[config.mk]
export PLATFORM = sky130hd
export DESIGN_NAME = fed_mix
export DESIGN_NICKNAME = d
export VERILOG_FILES = /design/src/sv/fed_pkg.sv /design/src/sv/fed_mix.sv
export SDC_FILE = /design/constraint.sdc
export NUM_CORES = 1
export LEC_CHECK = 0
export ABC_CLOCK_PERIOD_IN_PS = 6900
export BUFFER_PORTS_ARGS = -buffer_cell sky130_fd_sc_hd__buf_2
export CAP_MARGIN = 15
export CORE_UTILIZATION = 60
export DETAILED_ROUTE_END_ITERATION = 10
export PLACE_DENSITY = 0.77
export SLEW_MARGIN = 20
export SYNTH_ARGS = -nofsm -noshare
export SYNTH_HDL_FRONTEND = slang
export SYNTH_SLANG_ARGS = --single-unit
[constraint.sdc]
create_clock -name clk -period 6.9 [get_ports clk]
set_clock_uncertainty 0.1 [all_clocks]
set_input_delay 0.345 -clock clk [delete_from_list [all_inputs] [get_ports clk]]
set_output_delay 0.345 -clock clk [all_outputs]
set_load 0.01 [all_outputs]
[src/sv/fed_pkg.sv]
// Shared constants for the feedback echo delay block.
`default_nettype none
package fed_pkg;
    localparam int DELAY_W    = 15;
    localparam int GAIN_W     = 16;
    localparam int FRAC_W     = 15;
    localparam int CFG_W      = 16;
    localparam int CFG_ADDR_W = 2;

    localparam logic [CFG_ADDR_W-1:0] CFG_DELAY  = 2'd0;
    localparam logic [CFG_ADDR_W-1:0] CFG_GAIN   = 2'd1;
    localparam logic [CFG_ADDR_W-1:0] CFG_ENABLE = 2'd2;
endpackage
`default_nettype wire

[src/sv/fed_mix.sv]
// Gain multiply stage and saturating add of the echo to the dry sample; the dry sample alone when en is low.
`default_nettype none
module fed_mix #(
    parameter int SW = 16
) (
    input  wire logic                        clk,
    input  wire logic                        load,
    input  wire logic                        en,
    input  wire logic [fed_pkg::GAIN_W-1:0]  gain,
    input  wire logic signed [SW-1:0]        tap,
    input  wire logic signed [SW-1:0]        x_in,
    output logic signed [SW-1:0]             result
);
    import fed_pkg::*;

    localparam int PW = SW + GAIN_W + 1;

    logic signed [PW-1:0]     prod_reg;
    logic signed [SW-1:0]     x_reg;
    logic signed [GAIN_W:0]   gain_s;
    logic signed [PW-1:0]     prod_next;
    logic signed [PW-1:0]     prod_sh;
    logic signed [SW+1:0]     sum_w;
    logic signed [SW-1:0]     sat;

    assign gain_s    = {1'b0, gain};
    assign prod_next = PW'(gain_s) * PW'(tap);

    always_ff @(posedge clk)
    begin
        if (load)
        begin
            prod_reg <= prod_next;
            x_reg    <= x_in;
        end
    end

    always_comb
    begin
        prod_sh = prod_reg >>> FRAC_W;
        sum_w   = (SW+2)'(x_reg) + (SW+2)'(prod_sh);
        if (sum_w[SW+1:SW-1] == 3'b000 || sum_w[SW+1:SW-1] == 3'b111)
        begin
            sat = sum_w[SW-1:0];
        end
        else if (sum_w[SW+1])
        begin
            sat = {1'b1, {(SW-1){1'b0}}};
        end
        else
        begin
            sat = {1'b0, {(SW-1){1'b1}}};
        end
        result = en ? sat : x_reg;
    end
endmodule
`default_nettype wire

* Word-level counts from Yosys, hierarchy flattened *
Index checks and enable logic that the tools add are counted.

storage, ports and cells
  memories kept = 0
  flip-flop bits (word level) = 49
  logic and storage cells = 10
  bits in latches = 0
  memory bits (writable) = 0
  bits in read-only memories = 0

cells by class
  magnitude comparators = 0
  add/subtract/negate cells = 1
  $mul = 1
  bitwise gates (word level) = 0
  reductions and logical operators = 2
  mux-type cells = 3
  equal/unequal tests = 1
  div/mod/pow operators = 0
  shifts and indexed selects = 0

operators with widths
  kind                                         count
  2-to-1 mux 16 bit                            3
  multiplier 17 x 16 -> 33 bit                 1
  adder 16 x 18 -> 18 bit                      1
  equality test 3 bit (second input constant)  1
  logical NOT 3 bit                            1
  logical OR 1 bit                             1

* Longest topological paths before layout *
  word-level depth = 5
  depth in mapped cells = 22
  gate-level depth less buffers = 20

* Worst setup path before layout *
OpenSTA, ideal clock, no wires.

  path type = in2reg
  from = input tap[1]
  to = register prod_reg[32], data pin
  stages on the path = 19
  arrival = 5.553 ns
  path buffers = 1
  setup slack = 0.987 ns
  cells stage by stage = clkbuf_1 nand2_1 fa_1 fa_1 fa_1 inv_1 fa_1 fa_1 inv_1 fa_1 inv_1 ha_1 and2_1 o2111ai_1 a311o_1 o21ba_2 o31ai_1 a21oi_1 xnor2_1

between the ends
  longest elaborated chain between the ends = 1

ends and longest elaborated chain
  element                       RTL line       source
  start: declaration            fed_mix.sv:10  input wire logic signed [SW-1:0] tap,
  multiplier 17 x 16 -> 33 bit  fed_mix.sv:27  assign prod_next = PW'(gain_s) * PW'(tap);
  via prod_next[32]             fed_mix.sv:21  logic signed [PW-1:0] prod_next;
  end signal: assignment        fed_mix.sv:33  prod_reg <= prod_next;
  end: declaration              fed_mix.sv:18  logic signed [PW-1:0] prod_reg;

The timed path passes the listed nets, and every way through them passes these cells.
A chain may end at the register's enable or synchronous reset.

* Worst setup path in the final report *
  from = input gain[12] (netlist bit)
  to = register prod_reg[32], data pin

between the ends
  longest elaborated chain between the ends = 1

ends and longest elaborated chain
  element                       RTL line       source
  start: declaration            fed_mix.sv:9   input wire logic [fed_pkg::GAIN_W-1:0] gain,
  multiplier 17 x 16 -> 33 bit  fed_mix.sv:27
  via prod_next[32]             fed_mix.sv:21

The timed path passes the listed nets, and every way through them passes these cells.

==> summary.md <==
| Metric | Value |
|---|---|
| Outcome | `complete, no violations` |
| Initial antenna violation count | `0` |
| Tcrit/Tclk final | `86.7%` |
| Nets | `1614` |
| Post-synth top flop | `edfxtp_1` |
| Hold_buf cts | `0` |
| WHS Endpoint | `x_reg[15]$_DFFE_PP_` |
| Iteration-0 DRC Markers | `565` |
| FF+latch count, synth | `34` |
| Most used cell along the critical path | `fa_1` |
| Worst-path clk slew | `approximately 0.060 ns` |
| Antenna diodes | `0` |
| Fill cells | `1517` |
| Unique masters post-synth | `68` |
| Maximum root-to-sink buffer count | `2` |
| Starting Density | `about three fifths` |
| DR vias/cell | `5.69` |
| Final GP Congestion | `0.922` |
| Post-cts sizing count | `0` |
| CP max stage cell | `fa_1` |
| Most common cell in the synthesized netlist | `inv_1` |
| Clock root buffer | `clkbuf_16` |
| Detailed placement HPWL | `20800 um` |
| Async S/R FF share, synth | `0%` |
| Gate count of the mapped netlist | `1204` |
| Htree depth | `2` |
| Hold Path Stages | `1` |
| Drt first pass iters | `5` |
| Slew Limit Fails | `0` |
| Yosys top cell by area | `fa_1` |
| Max-slew headroom | `between 40 and 50%` |
| Largest register FFs | `18` |
| GRT Total Usage | `28.7%` |
| RSZ-0062 raised after global routing | `false` |
| Die X | `about 140 um` |
| Mean post-synth cell area | `9.17 um2` |
| Wire per inst | `approximately 17 um` |
| Post-synthesis sequential area ratio | `9.25%` |
| First-pass GRT wire length | `around 42000 um` |
| Hold Startpoint | `x_in[15]` |
| CP startpoint | `gain[12]` |
| Max incr delay on CP | `0.52 ns` |
| # DRC | `0` |
| Fin. Hold Viols | `0` |
| Max_cap viols | `0` |
| Fraction of synthesized cell area taken by the top area cell type | `35.2%` |
| Critical path endpoint category | `flop` |
| Cell Chain, Critical Path | `buf_2 -> nand2_1 -> fa_1 -> fa_1 -> fa_1 -> inv_1 -> fa_1 -> fa_1 -> inv_1 -> fa_1 -> inv_1 -> ha_1 -> and2_1 -> o2111ai_1 -> a311o_1 -> o21ba_2 -> o31ai_1 -> a21oi_1 -> xnor2_1` |
| Pin count of the biggest net entering global routing | `35` |
| Slew @ Worst Pin | `0.763 ns` |
| Synth top area cells | `fa_1 (35%), ha_1 (15%), edfxtp_1 (9.2%)` |
| Clock Sinks | `34` |
| Core Region | `18000 um2` |
| Postcts setup bufs | `0` |
| Hold_ws | `roughly 0.14 ns` |
| Post-layout minimum cycle time | `5.98 ns` |
| Mapped Area | `about 11000 um2` |
| Yosys Warn Count | `0` |
| Die Ht | `138 um` |
| TritonCTS buffer count | `5` |
| Final Setup Violations | `0` |
| Vias | `8324` |
| Final WS setup | `0.919 ns` |
| Site Rows | `49` |
| Startpoint Class | `input pin` |
| Syn_nets | `1585` |
| CP max FO | `16` |
| Min-delay worst type | `in -> reg` |
| Grt ovf | `0` |
| WP buf/inv | `4` |
| Arrival time worst endpoint | `5.91 ns` |
| Setup TNS | `0 ns` |
| TritonCTS clock tree | `built` |
| Number of flops mapped to enable cells by yosys | `34` |
| DRT Wirelength | `25200 um` |
| Setup Crit Path Kind | `in -> reg` |
| Vias in the first global route | `8505` |
| Ports | `67` |
| Area delta synth->final | `5.39%` |
| Worst Path Required | `6.83 ns` |
| Die ar. | `around 19000 um2` |
| Post-DRT Antenna Nets | `0` |
| Fmax | `between 0.15 and 0.2 GHz` |
| Top Family by Delay on Critical Path | `adder cells` |
| Pre-CTS WS | `approximately 0.63 ns` |
| PortBufs | `66` |
| Fraction of layout cells with a size suffix above 1 | `8.51%` |
| Synth cell count leaders | `inv_1 (246), fa_1 (194), nand2_1 (154), ha_1 (136), and2_1 (115)` |
-- cell families (layout without fill, tap and decap cells) --
family	Yosys count	count (layout)	synth area share, %
xor+xnor	31	31	2.46
mux	1	1	0.0907
fa+ha+maj	330	330	50.6
compound gates	156	156	10.9
simple gates	361	361	16.3
flops	34	34	9.25
buf+inv	291	321	10.3
-- through the flow --
| stage | cell area, um2 | std cells | util [%] |
|---|---|---|---|
| after global routing | 11600 | 1463 | 64.6 |
| after CTS | 11600 | 1463 | 64.6 |
| after detailed placement | 11400 | 1455 | 63.5 |
| after global placement | 11400 | 1455 | 63.5 |
| after floorplan | 11000 | 1204 | - |
| final | 11600 | 1463 | 64.6 |
-- layout by cell type (no fill, tap or decap), types with 3 or more instances in the layout --
cell type  instances
and4_1             4
nor2b_1           10
and2_1           115
and3_1             6
o21ba_2            3
a21oi_2            5
a21oi_1           39
nor3_1             8
edfxtp_1          34
nand2b_1          10
ha_1             136
inv_1            246
o211ai_1           6
nand4_1            5
buf_2             66
o21ai_0           11
clkbuf_16          5
nand3_1            9
a211o_1            3
xnor2_1           20
a31oi_1            8
a211oi_1           5
o21ai_2            3
fa_1             194
a311o_1            3
xor2_1            11
nor2_1            34
a21o_1            16
nand2_1          154
o21a_1            10
a221oi_1          11
o21bai_1           3
-- worst max path at each step --
stage                     cells past startpoint                endpoint  slack [ns]
after detailed placement                     19  prod_reg[32]$_DFFE_PP_        0.63
after CTS                                    20  prod_reg[32]$_DFFE_PP_        0.94
final                                        19  prod_reg[32]$_DFFE_PP_        0.92
after floorplan                              19  prod_reg[32]$_DFFE_PP_        0.99
after global placement                       19  prod_reg[32]$_DFFE_PP_        0.74
after global routing                         19  prod_reg[32]$_DFFE_PP_        0.64
-- final cells by class --
type / instances / area (um2) / share of cell area, %
inverter: 247 / 927 / 7.97
multi-input combinational: 879 / 8880 / 76.3
tap: 229 / 287 / 2.46
sequential: 34 / 1020 / 8.77
clock buffer: 5 / 125 / 1.08
timing repair buffer: 66 / 330 / 2.84
clock inverter: 3 / 68.8 / 0.591
-- layer usage --
layer  vias to the layer above  GRT usage [%]  routed length [um]
met5                         -              0                   0
met4                         0           5.25                 291
met3                        23           3.09                1740
met2                       280           48.5               12000
met1                      4152           40.3               11200
li1                       3869              -                   -
Power is left out: the tool's default activity adds up to more than one toggle a clock period on the data nets, which glitch-free logic cannot reach.
